===== src/rtl/core/lcdseq_pkg.sv =====
// ----------------------------------------------------------------------------
// lcdseq_pkg: shared definitions for the character LCD nibble write sequencer
// Codes, timing constants, the queued job format and the power-up tables.
// ----------------------------------------------------------------------------
package lcdseq_pkg;

    localparam int CMD_W       = 2;
    localparam int BYTE_W      = 8;
    localparam int NIB_W       = 4;
    localparam int HOLD_W      = 16;
    localparam int COUNT_W     = 6;
    localparam int PHASE_W     = 5;
    localparam int CFG_INDEX_W = 1;
    localparam int INIT_IDX_W  = 3;

    // Input selector codes
    localparam logic [CMD_W-1:0] CMD_COMMAND = 2'd0;
    localparam logic [CMD_W-1:0] CMD_CHAR    = 2'd1;
    localparam logic [CMD_W-1:0] CMD_POWERUP = 2'd2;

    // Configuration register indexes
    localparam logic [CFG_INDEX_W-1:0] REG_ENABLE_HOLD  = 1'b0;
    localparam logic [CFG_INDEX_W-1:0] REG_SETTLE_DELAY = 1'b1;

    localparam logic [HOLD_W-1:0] ENABLE_HOLD_RESET  = 16'd25;
    localparam logic [HOLD_W-1:0] SETTLE_DELAY_RESET = 16'd1000;
    localparam logic [HOLD_W-1:0] IDLE_HOLD          = 16'd3000;
    localparam logic [HOLD_W-1:0] GAP_LONG           = 16'd30000;
    localparam logic [HOLD_W-1:0] GAP_SHORT          = 16'd800;
    localparam logic [HOLD_W-1:0] GAP_CLEAR          = 16'd10000;

    localparam logic [BYTE_W-1:0]  NEXT_LINE = 8'hC0;
    localparam logic [COUNT_W-1:0] COUNT_MAX = 6'd63;

    // Last phase index of each job shape
    localparam logic [PHASE_W-1:0] LAST_BYTE    = 5'd3;
    localparam logic [PHASE_W-1:0] LAST_BYTE_NL = 5'd7;
    localparam logic [PHASE_W-1:0] LAST_POWERUP = 5'd24;

    localparam int LINE_LENGTH_DEFAULT = 16;
    localparam int QUEUE_DEPTH_DEFAULT = 2;

    typedef enum logic {
        JOB_BYTE    = 1'b0,
        JOB_POWERUP = 1'b1
    } job_kind_t;

    typedef struct packed {
        job_kind_t         kind;
        logic [BYTE_W-1:0] byte_value;
        logic              reg_select;
        logic              newline;     // follow the byte with a move to line two
    } job_t;

    typedef struct packed {
        logic [HOLD_W-1:0] enable_hold;
        logic [HOLD_W-1:0] settle_delay;
    } timing_t;

    typedef struct packed {
        logic [NIB_W-1:0]  data_nibble;
        logic              reg_select;
        logic              enable_line;
        logic [HOLD_W-1:0] hold_count;
        logic              last_phase;
    } phase_t;

    function automatic logic [BYTE_W-1:0] init_byte(input logic [INIT_IDX_W-1:0] idx);
        logic [BYTE_W-1:0] val;
        begin
            case (idx)
                3'd0:    val = 8'h33;
                3'd1:    val = 8'h32;
                3'd2:    val = 8'h28;
                3'd3:    val = 8'h0C;
                3'd4:    val = 8'h06;
                3'd5:    val = 8'h01;
                default: val = 8'h00;
            endcase
            return val;
        end
    endfunction

    function automatic logic [HOLD_W-1:0] init_gap(input logic [INIT_IDX_W-1:0] idx);
        logic [HOLD_W-1:0] val;
        begin
            case (idx)
                3'd0, 3'd1, 3'd2: val = GAP_LONG;
                3'd3, 3'd4:       val = GAP_SHORT;
                3'd5:             val = GAP_CLEAR;
                default:          val = '0;
            endcase
            return val;
        end
    endfunction

endpackage


===== src/rtl/core/lcdseq_front.sv =====
// ----------------------------------------------------------------------------
// lcdseq_front: input classifier
// Turns each valid item into a job (unused selectors are dropped), tracks the per-string character count.
// ----------------------------------------------------------------------------
module lcdseq_front #(
    parameter int LINE_LENGTH = lcdseq_pkg::LINE_LENGTH_DEFAULT
) (
    input  logic                             aclk,
    input  logic                             aresetn,
    input  logic                             in_valid,
    output logic                             in_ready,
    input  logic [lcdseq_pkg::CMD_W-1:0]     in_cmd,
    input  logic [lcdseq_pkg::BYTE_W-1:0]    in_byte_value,
    input  logic                             in_first,
    input  logic                             q_full,
    output logic                             q_push,
    output lcdseq_pkg::job_t                 q_job
);

    logic [lcdseq_pkg::COUNT_W-1:0] count_reg, count_next;
    logic [lcdseq_pkg::COUNT_W-1:0] count_base;
    logic [lcdseq_pkg::COUNT_W-1:0] count_new;
    logic                           count_inc;
    logic                           accept;

    assign in_ready = !q_full;
    assign accept   = in_valid && in_ready;

    always_comb begin
        count_base = in_first ? '0 : count_reg;
        count_inc  = (count_base < lcdseq_pkg::COUNT_MAX);
        count_new  = count_inc ? count_base + 1'b1 : count_base;

        q_job            = '0;
        q_job.kind       = lcdseq_pkg::JOB_BYTE;
        q_job.byte_value = in_byte_value;
        q_push           = 1'b0;
        count_next       = count_reg;

        unique case (in_cmd)
            lcdseq_pkg::CMD_COMMAND: begin
                q_push = accept;
            end
            lcdseq_pkg::CMD_CHAR: begin
                q_push           = accept;
                q_job.reg_select = 1'b1;
                q_job.newline    = count_inc &&
                                   (count_new == lcdseq_pkg::COUNT_W'(LINE_LENGTH));
                if (accept) begin
                    count_next = count_new;
                end
            end
            lcdseq_pkg::CMD_POWERUP: begin
                q_push     = accept;
                q_job.kind = lcdseq_pkg::JOB_POWERUP;
            end
            default: begin
                // unused selector: drop the item
                q_push = 1'b0;
            end
        endcase
    end

    always_ff @(posedge aclk) begin
        if (!aresetn) begin
            count_reg <= '0;
        end else begin
            count_reg <= count_next;
        end
    end

endmodule


===== src/rtl/core/lcdseq_queue.sv =====
// ----------------------------------------------------------------------------
// lcdseq_queue: job queue
// Short first-in first-out store between the classifier and the sequencer.
// ----------------------------------------------------------------------------
module lcdseq_queue #(
    parameter int DEPTH = lcdseq_pkg::QUEUE_DEPTH_DEFAULT
) (
    input  logic             aclk,
    input  logic             aresetn,
    input  logic             push,
    input  lcdseq_pkg::job_t push_job,
    output logic             full,
    input  logic             pop,
    output logic             head_valid,
    output lcdseq_pkg::job_t head_job
);

    localparam int ADDR_W  = (DEPTH > 1) ? $clog2(DEPTH) : 1;
    localparam int COUNT_W = $clog2(DEPTH + 1);
    localparam logic [ADDR_W-1:0]  PTR_LAST  = ADDR_W'(DEPTH - 1);
    localparam logic [COUNT_W-1:0] COUNT_TOP = COUNT_W'(DEPTH);

    lcdseq_pkg::job_t mem [DEPTH];

    logic [ADDR_W-1:0]  wr_ptr_reg, wr_ptr_next;
    logic [ADDR_W-1:0]  rd_ptr_reg, rd_ptr_next;
    logic [COUNT_W-1:0] count_reg, count_next;

    assign full       = (count_reg == COUNT_TOP);
    assign head_valid = (count_reg != '0);
    assign head_job   = mem[rd_ptr_reg];

    always_comb begin
        wr_ptr_next = wr_ptr_reg;
        rd_ptr_next = rd_ptr_reg;
        count_next  = count_reg;
        if (push) begin
            wr_ptr_next = (wr_ptr_reg == PTR_LAST) ? '0 : wr_ptr_reg + 1'b1;
        end
        if (pop) begin
            rd_ptr_next = (rd_ptr_reg == PTR_LAST) ? '0 : rd_ptr_reg + 1'b1;
        end
        if (push && !pop) begin
            count_next = count_reg + 1'b1;
        end else if (pop && !push) begin
            count_next = count_reg - 1'b1;
        end
    end

    always_ff @(posedge aclk) begin
        if (push) begin
            mem[wr_ptr_reg] <= push_job;
        end
    end

    always_ff @(posedge aclk) begin
        if (!aresetn) begin
            wr_ptr_reg <= '0;
            rd_ptr_reg <= '0;
            count_reg  <= '0;
        end else begin
            wr_ptr_reg <= wr_ptr_next;
            rd_ptr_reg <= rd_ptr_next;
            count_reg  <= count_next;
        end
    end

`ifndef SYNTH
    a_no_push_full: assert property (@(posedge aclk) disable iff (!aresetn)
        push |-> !full)
        else $error("job pushed into a full queue");

    a_no_pop_empty: assert property (@(posedge aclk) disable iff (!aresetn)
        pop |-> head_valid)
        else $error("job popped from an empty queue");
`endif

endmodule


===== src/rtl/core/lcdseq_back.sv =====
// ----------------------------------------------------------------------------
// lcdseq_back: pin phase sequencer
// Expands one job per run into pin phases, one phase per cycle unless the
// output stalls, into a registered output stage.
// ----------------------------------------------------------------------------
module lcdseq_back (
    input  logic                               aclk,
    input  logic                               aresetn,
    input  lcdseq_pkg::timing_t                timing,
    input  logic                               q_valid,
    input  lcdseq_pkg::job_t                   q_job,
    output logic                               q_pop,
    output logic                               out_valid,
    input  logic                               out_ready,
    output lcdseq_pkg::phase_t                 out_phase
);

    logic                             busy_reg, busy_next;
    lcdseq_pkg::job_t                 job_reg, job_next;
    logic [lcdseq_pkg::PHASE_W-1:0]   idx_reg, idx_next;
    logic                             out_valid_reg, out_valid_next;
    lcdseq_pkg::phase_t               out_reg, out_next;

    logic                             can_adv;
    logic [lcdseq_pkg::PHASE_W-1:0]   last_idx;
    logic [lcdseq_pkg::PHASE_W-1:0]   pos;
    logic [lcdseq_pkg::BYTE_W-1:0]    cur_byte;
    logic [lcdseq_pkg::HOLD_W-1:0]    cur_gap;
    logic                             cur_rs;
    logic [lcdseq_pkg::HOLD_W:0]      settle_sum;
    logic [lcdseq_pkg::HOLD_W-1:0]    settle_sat;
    lcdseq_pkg::phase_t               phase;

    assign can_adv   = !out_valid_reg || out_ready;
    assign out_valid = out_valid_reg;
    assign out_phase = out_reg;

    // Phase generation for the current job and position
    always_comb begin
        if (job_reg.kind == lcdseq_pkg::JOB_POWERUP) begin
            last_idx = lcdseq_pkg::LAST_POWERUP;
            pos      = idx_reg - 1'b1;
            cur_byte = lcdseq_pkg::init_byte(pos[4:2]);
            cur_gap  = lcdseq_pkg::init_gap(pos[4:2]);
            cur_rs   = 1'b0;
        end else begin
            last_idx = job_reg.newline ? lcdseq_pkg::LAST_BYTE_NL : lcdseq_pkg::LAST_BYTE;
            pos      = idx_reg;
            cur_byte = pos[2] ? lcdseq_pkg::NEXT_LINE : job_reg.byte_value;
            cur_gap  = '0;
            cur_rs   = pos[2] ? 1'b0 : job_reg.reg_select;
        end

        settle_sum = {1'b0, timing.settle_delay} + {1'b0, cur_gap};
        settle_sat = settle_sum[lcdseq_pkg::HOLD_W] ? '1
                                                    : settle_sum[lcdseq_pkg::HOLD_W-1:0];

        phase.data_nibble = pos[1] ? cur_byte[3:0] : cur_byte[7:4];
        phase.reg_select  = cur_rs;
        phase.enable_line = !pos[0];
        if (!pos[0]) begin
            phase.hold_count = timing.enable_hold;
        end else if (pos[1]) begin
            phase.hold_count = settle_sat;
        end else begin
            phase.hold_count = '0;
        end
        phase.last_phase = (idx_reg == last_idx);

        // leading idle phase of the power-up run
        if (job_reg.kind == lcdseq_pkg::JOB_POWERUP && idx_reg == '0) begin
            phase.data_nibble = '0;
            phase.reg_select  = 1'b0;
            phase.enable_line = 1'b0;
            phase.hold_count  = lcdseq_pkg::IDLE_HOLD;
        end
    end

    always_comb begin
        busy_next      = busy_reg;
        job_next       = job_reg;
        idx_next       = idx_reg;
        out_valid_next = out_valid_reg;
        out_next       = out_reg;
        q_pop          = 1'b0;

        if (can_adv) begin
            out_valid_next = 1'b0;
        end

        if (busy_reg && can_adv) begin
            out_valid_next = 1'b1;
            out_next       = phase;
            if (phase.last_phase) begin
                // chain straight into the next job
                busy_next = q_valid;
                q_pop     = q_valid;
                job_next  = q_job;
                idx_next  = '0;
            end else begin
                idx_next = idx_reg + 1'b1;
            end
        end else if (!busy_reg && q_valid) begin
            busy_next = 1'b1;
            q_pop     = 1'b1;
            job_next  = q_job;
            idx_next  = '0;
        end
    end

    always_ff @(posedge aclk) begin
        if (!aresetn) begin
            busy_reg      <= 1'b0;
            idx_reg       <= '0;
            out_valid_reg <= 1'b0;
        end else begin
            busy_reg      <= busy_next;
            idx_reg       <= idx_next;
            out_valid_reg <= out_valid_next;
        end
    end

    always_ff @(posedge aclk) begin
        job_reg <= job_next;
        out_reg <= out_next;
    end

`ifndef SYNTH
    a_idx_in_range: assert property (@(posedge aclk) disable iff (!aresetn)
        busy_reg |-> (idx_reg <= last_idx))
        else $error("phase index ran past the end of its job");

    a_stall_holds_idx: assert property (@(posedge aclk) disable iff (!aresetn)
        (out_valid_reg && !out_ready && busy_reg) |=> $stable(idx_reg))
        else $error("phase index moved while the output stage was stalled");

    a_last_is_enable_low: assert property (@(posedge aclk) disable iff (!aresetn)
        (out_valid_reg && out_reg.last_phase) |-> !out_reg.enable_line)
        else $error("final phase of an item with enable high");
`endif

endmodule


===== src/rtl/core/char_lcd_nibble_write_sequencer_top.sv =====
// ----------------------------------------------------------------------------
// char_lcd_nibble_write_sequencer_top: 4-bit character LCD write sequencer
// Accepts command, character and power-up requests and emits pin phases.
// ----------------------------------------------------------------------------
// The first phase of an item accepted into an idle block passes the queue
// write, the job load and the output register in turn. Throughput: one
// phase per cycle while m_tready is high; a byte is 4 phases, a wrapping
// character 8, the power-up run 25. Jobs chain with no gap if one is queued.
// Reset (aresetn low, synchronous): queue empty, sequencer idle, character
// count zero, enable_hold 25 and settle_delay 1000.
module char_lcd_nibble_write_sequencer_top #(
    parameter int LINE_LENGTH = lcdseq_pkg::LINE_LENGTH_DEFAULT,
    parameter int QUEUE_DEPTH = lcdseq_pkg::QUEUE_DEPTH_DEFAULT
) (
    input  logic        aclk,
    input  logic        aresetn,

    // input items
    input  logic        s_tvalid,
    output logic        s_tready,
    input  logic [15:0] s_tdata,    // [7:0] byte_value, [8] first_in_string, rest zero
    input  logic [1:0]  s_tuser,    // [1:0] cmd

    // result items, one per pin phase
    output logic        m_tvalid,
    input  logic        m_tready,
    output logic [23:0] m_tdata,    // [3:0] data_nibble, [4] enable_line,
                                    // [20:5] hold_count, rest zero
    output logic [0:0]  m_tuser,    // [0] reg_select
    output logic        m_tlast,    // last_phase

    // configuration writes
    input  logic                                 cfg_wr_en,
    input  logic [lcdseq_pkg::CFG_INDEX_W-1:0]   cfg_index,
    input  logic [lcdseq_pkg::HOLD_W-1:0]        cfg_wdata
);

    lcdseq_pkg::timing_t timing_reg;
    lcdseq_pkg::job_t    push_job;
    lcdseq_pkg::job_t    head_job;
    lcdseq_pkg::phase_t  phase;
    logic                q_push;
    logic                q_full;
    logic                q_pop;
    logic                q_valid;

    // Configuration registers: write on enable, no read-back
    always_ff @(posedge aclk) begin
        if (!aresetn) begin
            timing_reg.enable_hold  <= lcdseq_pkg::ENABLE_HOLD_RESET;
            timing_reg.settle_delay <= lcdseq_pkg::SETTLE_DELAY_RESET;
        end else if (cfg_wr_en) begin
            unique case (cfg_index)
                lcdseq_pkg::REG_ENABLE_HOLD:  timing_reg.enable_hold  <= cfg_wdata;
                lcdseq_pkg::REG_SETTLE_DELAY: timing_reg.settle_delay <= cfg_wdata;
                default: begin
                end
            endcase
        end
    end

    // Front: classify items, keep the per-string character count
    lcdseq_front #(
        .LINE_LENGTH (LINE_LENGTH)
    ) u_front (
        .aclk          (aclk),
        .aresetn       (aresetn),
        .in_valid      (s_tvalid),
        .in_ready      (s_tready),
        .in_cmd        (s_tuser),
        .in_byte_value (s_tdata[7:0]),
        .in_first      (s_tdata[8]),
        .q_full        (q_full),
        .q_push        (q_push),
        .q_job         (push_job)
    );

    // Queue: decouple acceptance from phase generation
    lcdseq_queue #(
        .DEPTH (QUEUE_DEPTH)
    ) u_queue (
        .aclk       (aclk),
        .aresetn    (aresetn),
        .push       (q_push),
        .push_job   (push_job),
        .full       (q_full),
        .pop        (q_pop),
        .head_valid (q_valid),
        .head_job   (head_job)
    );

    // Back: expand jobs into pin phases
    lcdseq_back u_back (
        .aclk      (aclk),
        .aresetn   (aresetn),
        .timing    (timing_reg),
        .q_valid   (q_valid),
        .q_job     (head_job),
        .q_pop     (q_pop),
        .out_valid (m_tvalid),
        .out_ready (m_tready),
        .out_phase (phase)
    );

    // Pack the phase onto the result channel
    assign m_tdata = {3'b000, phase.hold_count, phase.enable_line, phase.data_nibble};
    assign m_tuser = phase.reg_select;
    assign m_tlast = phase.last_phase;

endmodule


===== config.mk =====
export PLATFORM = sky130hd
export DESIGN_NAME = char_lcd_nibble_write_sequencer_top
export DESIGN_NICKNAME = d
export VERILOG_FILES = /design/src/rtl/core/lcdseq_pkg.sv /design/src/rtl/core/lcdseq_front.sv /design/src/rtl/core/lcdseq_queue.sv /design/src/rtl/core/lcdseq_back.sv /design/src/rtl/core/char_lcd_nibble_write_sequencer_top.sv
export SDC_FILE = /design/constraint.sdc
export NUM_CORES = 1
export LEC_CHECK = 0
export BUFFER_PORTS_ARGS = -buffer_cell sky130_fd_sc_hd__buf_2
export CAP_MARGIN = 20
export CORE_MARGIN = 4
export CORE_UTILIZATION = 50
export CTS_BUF_LIST = sky130_fd_sc_hd__clkbuf_16
export CTS_CLUSTER_SIZE = 10
export DETAILED_ROUTE_END_ITERATION = 8
export PLACE_DENSITY = 0.8
export SLEW_MARGIN = 15
export SYNTH_ARGS = -nofsm -noshare
export SYNTH_HDL_FRONTEND = slang
export SYNTH_SLANG_ARGS = --single-unit

===== constraint.sdc =====
create_clock -name aclk -period 4.65 [get_ports aclk]
set_input_delay 0.465 -clock aclk [delete_from_list [all_inputs] [get_ports aclk]]
set_output_delay 0.465 -clock aclk [all_outputs]
set_load 0.1 [all_outputs]

==> results.sh, run 1 <==
export IMPL_status="finished, final reports clean"
export IMPL_required_ns=4.85
export IMPL_synth_common_cells="nand2_1 (103), edfxtp_1 (56), dfxtp_1 (50)"
export IMPL_worstMarginPinSlew_ns=1.022
export IMPL_numCtsBuffers=9
export IMPL_synth_cell_types=64
export IMPL_grt_pass1_vias=4044
export IMPL_cts_resized=0
export IMPL_ir_drop_uv=358.7
export IMPL_synth_top_area_cell="edfxtp_1"
export IMPL_ys_seq_area_share_pct=50.22
export IMPL_initial_utilization_pct=51.51
export IMPL_grt_total_usage_pct=18.22
export IMPL_clock_path_buffers=2
export IMPL_drc_errors=0
export IMPL_grt_overflow_total=0
export IMPL_insertion_delay_ns=0.35
export IMPL_cts_hold_buf=0
export IMPL_place_congestion=0.8725
export IMPL_drt_first_iter_violations=253
export IMPL_arrival_ns=4.47
export IMPL_hp_class="in -> reg"
export IMPL_cts_root_buf="clkbuf_16"
export IMPL_syn_area_per_cell_um2=9.984
export IMPL_netlist_instances=535
export IMPL_syn2layout_area_growth_pct=11.43
export IMPL_use_met1_pct=21.36
export IMPL_fin_skew_ns=0.007750
export IMPL_critPathMaxFanout=14
export IMPL_ant_nets=0
export IMPL_die_width_um=111.4
export IMPL_rsz0062_at_grt="false"
export IMPL_crit_path_end_kind="register"
export IMPL_antenna_found_initial=0
export IMPL_detailed_place_hpwl_um=7879
export IMPL_routedWlPerCell_um=15.52
export IMPL_synth_area_mm2=0.005341
export IMPL_synth_flop_cell="edfxtp_1"
export IMPL_fin_total_pwr_mw=3.481
export IMPL_min_delay_start="s_tdata[1]"
export IMPL_crit_type="reg -> reg"
export IMPL_n_antenna_cell=0
export IMPL_synthTopCellsByArea="edfxtp_1 (31%), dfxtp_1 (19%), nand2_1 (7.2%)"
export IMPL_async_flop_share_pct=0
export IMPL_cap_violations=0
export IMPL_grtUsageMet3_pct=4.076
export IMPL_vias=4043
export IMPL_cts_post_setup_buffers_inserted=0
export IMPL_drt_pass1_iterations=5
export IMPL_yosys_area_top_type_share_pct=31.48
export IMPL_fin_tns_setup_ns=0
export IMPL_cts_sinks=106
export IMPL_cts_tree="built"
export IMPL_r2r_slack_ns=0.38
export IMPL_p_leak_nw=2.366
export IMPL_fp_dieH_um=111.4
export IMPL_power_density_mw_per_mm2=584.8
export IMPL_clock_fmax_mhz=234.3
export IMPL_yosys_warnings=0
export IMPL_rows=37
export IMPL_rr_startpoint="u_back.idx_reg[0]"
export IMPL_totalWireLength_um=11150
export IMPL_min_period_over_period_pct=91.79
export IMPL_hold_viol=0
export IMPL_grt_pass1_wl_um=18640
export IMPL_setup_violations=0
export IMPL_die_area_mm2=0.01240
export IMPL_final_layout_size_suffix_gt1_share_pct=18.38
export IMPL_core_area_mm2=0.01037
export IMPL_routed_via_density=5.631
export IMPL_min_to="u_queue.mem[0][3]"
export IMPL_largest_reg_flops=32
export IMPL_placed_area_mm2=0.005673
export IMPL_stdcell_area_mm2=0.005952
export IMPL_grt_use_met2_pct=32.97
export IMPL_nets=630
export IMPL_synth_edf_count=56
export IMPL_period_needed_ns=4.268
export IMPL_rr_endpoint="u_back.out_phase[14]"
export IMPL_grt_busiest_layer="met2"
export IMPL_rr_worst_depth=14
export IMPL_fin_util_pct=57.40
export IMPL_ioPinCount=68
export IMPL_hold_depth=1
export IMPL_ys_seq_elements=106
export IMPL_io_buffer_count=57
export IMPL_start_kind="register"
export IMPL_slew_violations=0
export IMPL_grt_max_degree=53
export IMPL_slew_headroom_pct=31.81
export IMPL_yosysMostFrequentCell="nand2_1"
export IMPL_clk_pin_slew_ns=0.07
export IMPL_h_tree_depth=3
-- cell families (layout without fill, tap and decap cells) --
logic type                 after synthesis  in the layout  share of synthesized area [%]
and+or+nand+nor                        204            204                          19.33
AOI/OAI and AO/OA                      130            130                          16.44
DFF                                    106            106                          50.22
buffers and inverters                   45             90                          4.006
xor gates and xnor gates                18             18                          3.092
muxes                                   18             18                          3.654
adders and majority gates               13             13                          3.186
other                                    1              3                        0.07021
-- worst max path at each step --
stage                            startpoint                    to  slack (ns)  cells after the start
after global routing      u_back.idx_reg[0]  u_back.out_phase[15]        0.06                     14
final                     u_back.idx_reg[0]  u_back.out_phase[14]        0.38                     14
after detailed placement  u_back.idx_reg[0]  u_back.out_phase[15]        0.43                     14
after floorplan           u_back.idx_reg[0]  u_back.out_phase[15]        1.36                     15
after CTS                 u_back.idx_reg[0]  u_back.out_phase[15]        0.41                     14
after global placement    u_back.idx_reg[0]  u_back.out_phase[15]        0.61                     14
-- layout make-up --
| class | count | area [µm²] |
|---|---|---|
| clock inverter | 7 | 53.80 |
| clock buffer | 9 | 225.2 |
| sequential | 106 | 2683 |
| inverter | 13 | 48.80 |
| fill | 881 | 4418 |
| multi-input combinational | 386 | 2452 |
| timing repair buffer | 61 | 319.1 |
| tap | 136 | 170.2 |
-- worst max-delay path, stage by stage, from the launching register on --
cell,delay [ns]
dfxtp_1,0.54
inv_2,0.14
ha_1,0.40
xor2_1,0.41
nand2_1,0.09
o21ai_0,0.08
and2_1,0.24
ha_1,0.21
inv_1,0.06
fa_1,0.43
nand4b_1,0.26
a211oi_2,0.37
a22o_1,0.56
a2111oi_0,0.16
o21ai_1,0.17
-- stage by stage --
step | worst slack (ns) | hold WS, ns | instances
detailed placement | 0.4272 | 0.4530 | 702
CTS | 0.4136 | 0.2982 | 718
global placement | 0.6090 | 0.4415 | 701
floorplan | 1.363 | 0.4349 | 537
finish | 0.3819 | 0.3087 | 718
global route | 0.05954 | 0.2936 | 718
-- power by group --
part / leakage [nW] / internal [mW] / switching (mW)
clock: 0.140 / 0.368 / 0.342
combinational: 1.29 / 0.390 / 1.07
sequential: 0.936 / 1.21 / 0.0972
-- layout by cell type (no fill, tap or decap), types with 12 or more instances in the layout --
master / synthesis / final
edfxtp_1: 56 / 56
o21ai_0: 19 / 19
nand2_1: 103 / 103
nor2_1: 14 / 14
a21oi_1: 22 / 22
buf_2: 3 / 57
mux2_2: 12 / 12
a21boi_0: 18 / 18
a21boi_1: 13 / 13
o21ai_1: 16 / 16
inv_1: 12 / 12
nand3_1: 18 / 18
ha_1: 12 / 12
dfxtp_1: 50 / 50
nor2b_1: 15 / 15
-- layer usage --
layer	wire length [µm]	share of wire (%)
met4	182	1.6
met5	0	0
met1	4467	40
met2	5794	52
met3	700	6.3
(Power assumes the default switching activity.)
==> run 2: changes to the inputs <==
--- a/config.mk
+++ b/config.mk
@@ -12,7 +12,7 @@
 export CTS_BUF_LIST = sky130_fd_sc_hd__clkbuf_16
 export CTS_CLUSTER_SIZE = 10
 export DETAILED_ROUTE_END_ITERATION = 8
-export PLACE_DENSITY = 0.8
+export PLACE_DENSITY = 0.78
 export SLEW_MARGIN = 15
 export SYNTH_ARGS = -nofsm -noshare
 export SYNTH_HDL_FRONTEND = slang
==> constraint.sdc (replaced) <==
create_clock -name aclk -period 4.7 [get_ports aclk]
set_input_delay 0.47 -clock aclk [delete_from_list [all_inputs] [get_ports aclk]]
set_output_delay 0.47 -clock aclk [all_outputs]
set_load 0.1 [all_outputs]
==> run 2 against run 1 <==
Net effect:
- combinational power is essentially flat
- global-route usage shrank 0.14 points
- critical path depth is the same
- worst hold slack lost 0.0080 ns
- largest cell class unchanged
- largest power group unchanged
- highest routed layer unchanged
==> results.sh, run 2 (same netlist as run 1, synthesis figures left out) <==
export IMPL_cts_root_buf="clkbuf_16"
export IMPL_grt_pass1_wl_um=18340
export IMPL_final_common_cell="nand2_1"
export IMPL_worstMarginPinSlew_ns=0.9983
export IMPL_met1_length_um=4740
export IMPL_syn2layout_area_growth_pct=12.04
export IMPL_routed_via_density=5.625
export IMPL_cts_resized=0
export IMPL_io_buffer_count=57
export IMPL_antenna_found_initial=0
export IMPL_start_kind="register"
export IMPL_power_density_mw_per_mm2=588.2
export IMPL_ir_drop_uv=357.5
export IMPL_ioPinCount=68
export IMPL_p_leak_nw=2.382
export IMPL_hp_class="in -> reg"
export IMPL_fin_tns_setup_ns=0
export IMPL_crit_type="reg -> reg"
export IMPL_layout_common_cells="nand2_1 (103), buf_2 (57), edfxtp_1 (56), dfxtp_1 (50), a21oi_1 (22)"
export IMPL_grt_total_usage_pct=18.09
export IMPL_fin_skew_ns=0.006050
export IMPL_rsz0062_at_grt="false"
export IMPL_nets=630
export IMPL_ant_nets=0
export IMPL_largest_reg_flops=32
export IMPL_n_antenna_cell=0
export IMPL_crit_top_cell="ha_1"
export IMPL_critPathMaxFanout=14
export IMPL_routedWlPerCell_um=15.51
export IMPL_grt_overflow_total=0
export IMPL_clock_fmax_mhz=236.5
export IMPL_cts_post_setup_buffers_inserted=0
export IMPL_cp_num_buf_inv=2
export IMPL_crit_path_end_kind="register"
export IMPL_grt_max_degree=53
export IMPL_h_tree_depth=3
export IMPL_grt_pass1_vias=3934
export IMPL_wl_met3_um=660
export IMPL_slew_violations=0
export IMPL_crit_chain="inv_2 > ha_1 > xor2_1 > nand2_1 > o21ai_0 > and2_1 > ha_1 > inv_1 > fa_1 > nand4b_1 > a211oi_2 > a22o_1 > a2111oi_0 > o21ai_1"
export IMPL_detailed_place_hpwl_um=7710
export IMPL_drt_first_iter_violations=265
export IMPL_insertion_delay_ns=0.35
export IMPL_drc_errors=0
export IMPL_cts_tree="built"
export IMPL_required_ns=4.90
export IMPL_clk_pin_slew_ns=0.08
export IMPL_core_area_mm2=0.01037
export IMPL_setup_violations=0
export IMPL_period_needed_ns=4.228
export IMPL_routed_wl_met2_um=5382
export IMPL_rows=37
export IMPL_vias=4039
export IMPL_cp_slowest_stage_delay_ns=0.56
export IMPL_die_width_um=111.4
export IMPL_hold_viol=0
export IMPL_place_ws_ns=0.6085
export IMPL_slowest_stage="a22o_1"
export IMPL_fp_dieH_um=111.4
export IMPL_setup_ws_ns=0.4721
export IMPL_slew_headroom_pct=33.31
export IMPL_cts_hold_buf=0
export IMPL_initial_utilization_pct=51.51
export IMPL_status="finished, final reports clean"
export IMPL_totalWireLength_um=11140
export IMPL_min_period_over_period_pct=89.96
export IMPL_place_congestion=0.9157
export IMPL_die_area_mm2=0.01240
export IMPL_drt_pass1_iterations=5
export IMPL_arrival_ns=4.42
export IMPL_numCtsBuffers=9
export IMPL_path_delay_family="compound AO/OA/AOI/OAI gates"
export IMPL_routed_top_layer="met4"
export IMPL_cts_sinks=106
export IMPL_clock_path_buffers=2
export IMPL_cap_violations=0
export IMPL_final_layout_size_suffix_gt1_share_pct=18.38
-- run 2: changes by cell type in the layout (fill, tap and decap cells not counted) --
cell       delta
buf_6         -1
clkinv_2      -2
clkinv_4      -2
inv_8         +3
buf_4         +1
bufinv_16     +1
-- run 2: per-layer routing --
| layer | global-route usage, % | up-vias |
|---|---|---|
| met5 | 0 | - |
| met4 | 9.084 | 0 |
| met3 | 3.696 | 36 |
| met2 | 29.71 | 129 |
| met1 | 22.74 | 1891 |
| li1 | - | 1983 |
-- run 2: layout make-up --
cell class / count / area, µm²
multi-input combinational: 386 / 2452
fill: 879 / 4385
timing repair buffer: 61 / 315.3
sequential: 106 / 2683
clock buffer: 9 / 225.2
clock inverter: 7 / 90.09
tap: 136 / 170.2
inverter: 13 / 48.80
-- run 2: power breakdown --
part	switching [mW]	internal, mW
registers	0.0935	1.20
logic	1.05	0.385
clock network	0.367	0.429
total	1.51	2.01
-- run 2: stage by stage --
step                      power [mW]  utilization (%)  area (µm²)  hold slack, ns  cells
final                          3.520            57.71        5984          0.3007    718
after global placement         2.705            54.60        5662          0.4405    701
after CTS                      3.534            57.71        5984          0.2929    718
after detailed placement       2.735            54.67        5669          0.4508    702
after global routing           3.699            57.71        5984          0.2878    718
after floorplan                2.488                -        5349          0.4349    537
-- run 2: worst paths after layout --
path,start,endpoint,slack [ns],depth (start not counted)
max,u_back.idx_reg[0],u_back.out_phase[14],0.47,14
min,s_tdata[6],u_queue.mem[0][8],0.30,1
max reg2reg,u_back.idx_reg[0],u_back.out_phase[14],0.47,14
min reg2reg,timing_reg[23],timing_reg[23],0.46,2
==> run 3: changes to the inputs <==
--- a/config.mk
+++ b/config.mk
@@ -5,6 +5,7 @@
 export SDC_FILE = /design/constraint.sdc
 export NUM_CORES = 1
 export LEC_CHECK = 0
+export ABC_AREA = 1
 export BUFFER_PORTS_ARGS = -buffer_cell sky130_fd_sc_hd__buf_2
 export CAP_MARGIN = 20
 export CORE_MARGIN = 4
@@ -12,7 +13,7 @@
 export CTS_BUF_LIST = sky130_fd_sc_hd__clkbuf_16
 export CTS_CLUSTER_SIZE = 10
 export DETAILED_ROUTE_END_ITERATION = 8
-export PLACE_DENSITY = 0.78
+export PLACE_DENSITY = 0.79
 export SLEW_MARGIN = 15
 export SYNTH_ARGS = -nofsm -noshare
 export SYNTH_HDL_FRONTEND = slang
==> run 3 against run 2 <==
Net effect:
- synthesized cell count up 12%
- cell area decreased by 2.7%
- non-clock buffer count fell by 2
- total power grew 1.8%
- die area down 3.6%
- utilization up 1.3 points
- clock skew increased by 0.0023 ns
- clock power shrank 4.0%
- first-iteration DRC count decreased by 32%
- combinational power rose by 6%
- via count is 1.4% higher
==> results.sh, run 3 <==
export IMPL_placed_area_mm2=0.005520
export IMPL_synth_compound_area_share_pct=9.018
export IMPL_r2r_slack_ns=1.32
export IMPL_crit_path_end_kind="register"
export IMPL_io_buffer_count=57
export IMPL_core_area_mm2=0.009864
export IMPL_rsz0062_at_grt="false"
export IMPL_power_density_mw_per_mm2=615.4
export IMPL_switching_power_mw=1.588
export IMPL_slew_headroom_pct=36.19
export IMPL_fillers=849
export IMPL_rows=36
export IMPL_cts_hold_buf=0
export IMPL_holdWs_ns=0.3042
export IMPL_initial_utilization_pct=52.04
export IMPL_cts_resized=0
export IMPL_vias=4097
export IMPL_swShare_pct=44.29
export IMPL_totalWireLength_um=11420
export IMPL_slowest_stage="dfxtp_1"
export IMPL_grt_max_degree=42
export IMPL_n_antenna_cell=0
export IMPL_syn2layout_area_growth_pct=13.48
export IMPL_ir_drop_uv=332.1
export IMPL_clock_path_buffers=2
export IMPL_p_clk_share_pct=21.3
export IMPL_slew_violations=0
export IMPL_layout_common_cells="nand2_1 (156), nor2_1 (76), buf_2 (57), edfxtp_1 (56)"
export IMPL_start_kind="register"
export IMPL_status="finished, final reports clean"
export IMPL_hp_class="in -> reg"
export IMPL_largest_reg_flops=32
export IMPL_setup_violations=0
export IMPL_yosysMostFrequentCell="nand2_1"
export IMPL_synth_flop_cell="edfxtp_1"
export IMPL_cp_num_buf_inv=4
export IMPL_seqPwrFrac_pct=36.7
export IMPL_worstMarginPinSlew_ns=0.9536
export IMPL_stdcell_area_mm2=0.005826
export IMPL_insertion_delay_ns=0.35
export IMPL_min_delay_start="s_tdata[1]"
export IMPL_routedWlPerCell_um=14.44
export IMPL_cap_violations=0
export IMPL_layout_area_seq_mm2=0.002683
export IMPL_h_tree_depth=3
export IMPL_cts_tree="built"
export IMPL_arrival_ns=3.55
export IMPL_fin_skew_ns=0.008370
export IMPL_fp_dieH_um=109.3
export IMPL_place_congestion=0.9517
export IMPL_rr_startpoint="u_back.idx_reg[0]"
export IMPL_synthMuxAreaShare_pct=2.413
export IMPL_async_flop_share_pct=0
export IMPL_min_period_over_period_pct=71.82
export IMPL_die_area_mm2=0.01195
export IMPL_cp_slowest_stage_delay_ns=0.46
export IMPL_final_layout_size_suffix_gt1_share_pct=17.78
export IMPL_synth_top_family_by_area="simple AND/OR/NAND/NOR gates"
export IMPL_synth_top_area_cell="edfxtp_1"
export IMPL_fin_tns_setup_ns=0
export IMPL_cts_post_setup_buffers_inserted=0
export IMPL_cts_sinks=106
export IMPL_antenna_found_initial=0
export IMPL_drc_errors=0
export IMPL_numCtsBuffers=9
export IMPL_combinationalPowerShare_pct=42.0
export IMPL_cts_root_buf="clkbuf_16"
export IMPL_internal_power_mw=1.997
export IMPL_synth_edf_count=56
export IMPL_hold_viol=0
export IMPL_ioPinCount=68
export IMPL_syn_area_per_cell_um2=8.599
export IMPL_netlist_instances=597
export IMPL_multi_input_area_mm2=0.002132
export IMPL_clk_pin_slew_ns=0.07
export IMPL_yosys_area_top_type_share_pct=32.76
export IMPL_critPathMaxFanout=12
export IMPL_grt_pass1_vias=3918
export IMPL_ant_nets=0
export IMPL_yosys_area_share_simple_pct=23.59
export IMPL_clock_fmax_mhz=296.2
export IMPL_required_ns=4.87
export IMPL_die_width_um=109.3
export IMPL_detailed_place_hpwl_um=8335
export IMPL_synth_common_cells="nand2_1 (156), nor2_1 (76), edfxtp_1 (56)"
export IMPL_yosys_warnings=0
export IMPL_synthAdderAreaFrac_pct=3.315
export IMPL_grt_pass1_wl_um=18440
export IMPL_synth_xor_area_share_pct=2.900
export IMPL_crit_chain="inv_2 > ha_1 > xor2_1 > o21ai_0 > inv_1 > nand2_1 > inv_1 > ha_1 > inv_1 > fa_1 > nor2_2 > nand2_1 > nor2_4 > nor2_2 > nand3_1 > nand2_1 > a21oi_1"
export IMPL_ys_seq_elements=106
export IMPL_drt_pass1_iterations=5
export IMPL_final_common_cell="nand2_1"
export IMPL_p_leak_nw=2.623
export IMPL_grt_overflow_total=0
export IMPL_crit_type="reg -> reg"
export IMPL_drt_first_iter_violations=180
export IMPL_worstSetupStartpoint="u_back.idx_reg[0]"
export IMPL_ys_seq_area_share_pct=52.25
export IMPL_nets=706
export IMPL_path_delay_family="adder cells"
export IMPL_period_needed_ns=3.376
export IMPL_grt_total_usage_pct=19.94
export IMPL_synth_area_mm2=0.005134
export IMPL_routed_via_density=5.180
export IMPL_synthTopCellsByArea="edfxtp_1 (33%), dfxtp_1 (19%), nand2_1 (11%)"
export IMPL_synth_cell_types=41
run 3: cell count changes after synthesis, sizes merged, moves of 8 or more:
cell	change
a21boi	-30
and2	-9
clkbuf	-13
inv	+49
nand2	+55
nand3	+21
nor2	+70
nor2b	-15
nor3	-8
o21ai	+13
run 3: routing by layer:
metal	track usage, %	vias up	routed length, µm
met2	35.79	103	6019
li1	-	2071	-
met1	23.81	1909	4707
met5	0	-	0
met4	6.857	0	160
met3	3.876	14	534
run 3: kinds of logic after synthesis:
family,Yosys count
buf+inv,79
flops,106
mux,11
compound gates,84
fa+ha+maj,13
other cells,1
simple gates,289
xor+xnor,14
run 3: cell type report:
cell class	instances	area share [%]
clock inverter	7	1.375
timing repair buffer	59	5.155
tap	133	2.857
sequential	106	46.05
multi-input combinational	414	36.60
clock buffer	9	3.866
inverter	63	4.102
run 3: power by group through the flow:
stage               Combinational, mW  Sequential (mW)  Clock, mW
finish                           1.51             1.32      0.764
global route                     1.64             1.34      0.811
CTS                              1.51             1.32      0.782
detailed placement               1.51             1.34          0
global placement                 1.48             1.33          0
floorplan                       0.768             1.78          0
run 3: through the flow:
stage	total power, mW	utilization (%)	cells	setup WS [ns]
after floorplan	2.549	-	599	1.403
after global placement	2.807	55.96	775	1.373
after detailed placement	2.848	55.96	775	1.351
after CTS	3.614	59.06	791	1.317
after global routing	3.782	59.06	791	1.024
final	3.585	59.06	791	1.324
run 3: worst paths after layout:
check / endpoint / depth (start not counted)
worst max-delay path: u_back.out_phase[14] / 17
worst min-delay path: u_queue.mem[0][3] / 1
worst max register to register: u_back.out_phase[14] / 17
worst min register to register: timing_reg[0] / 2
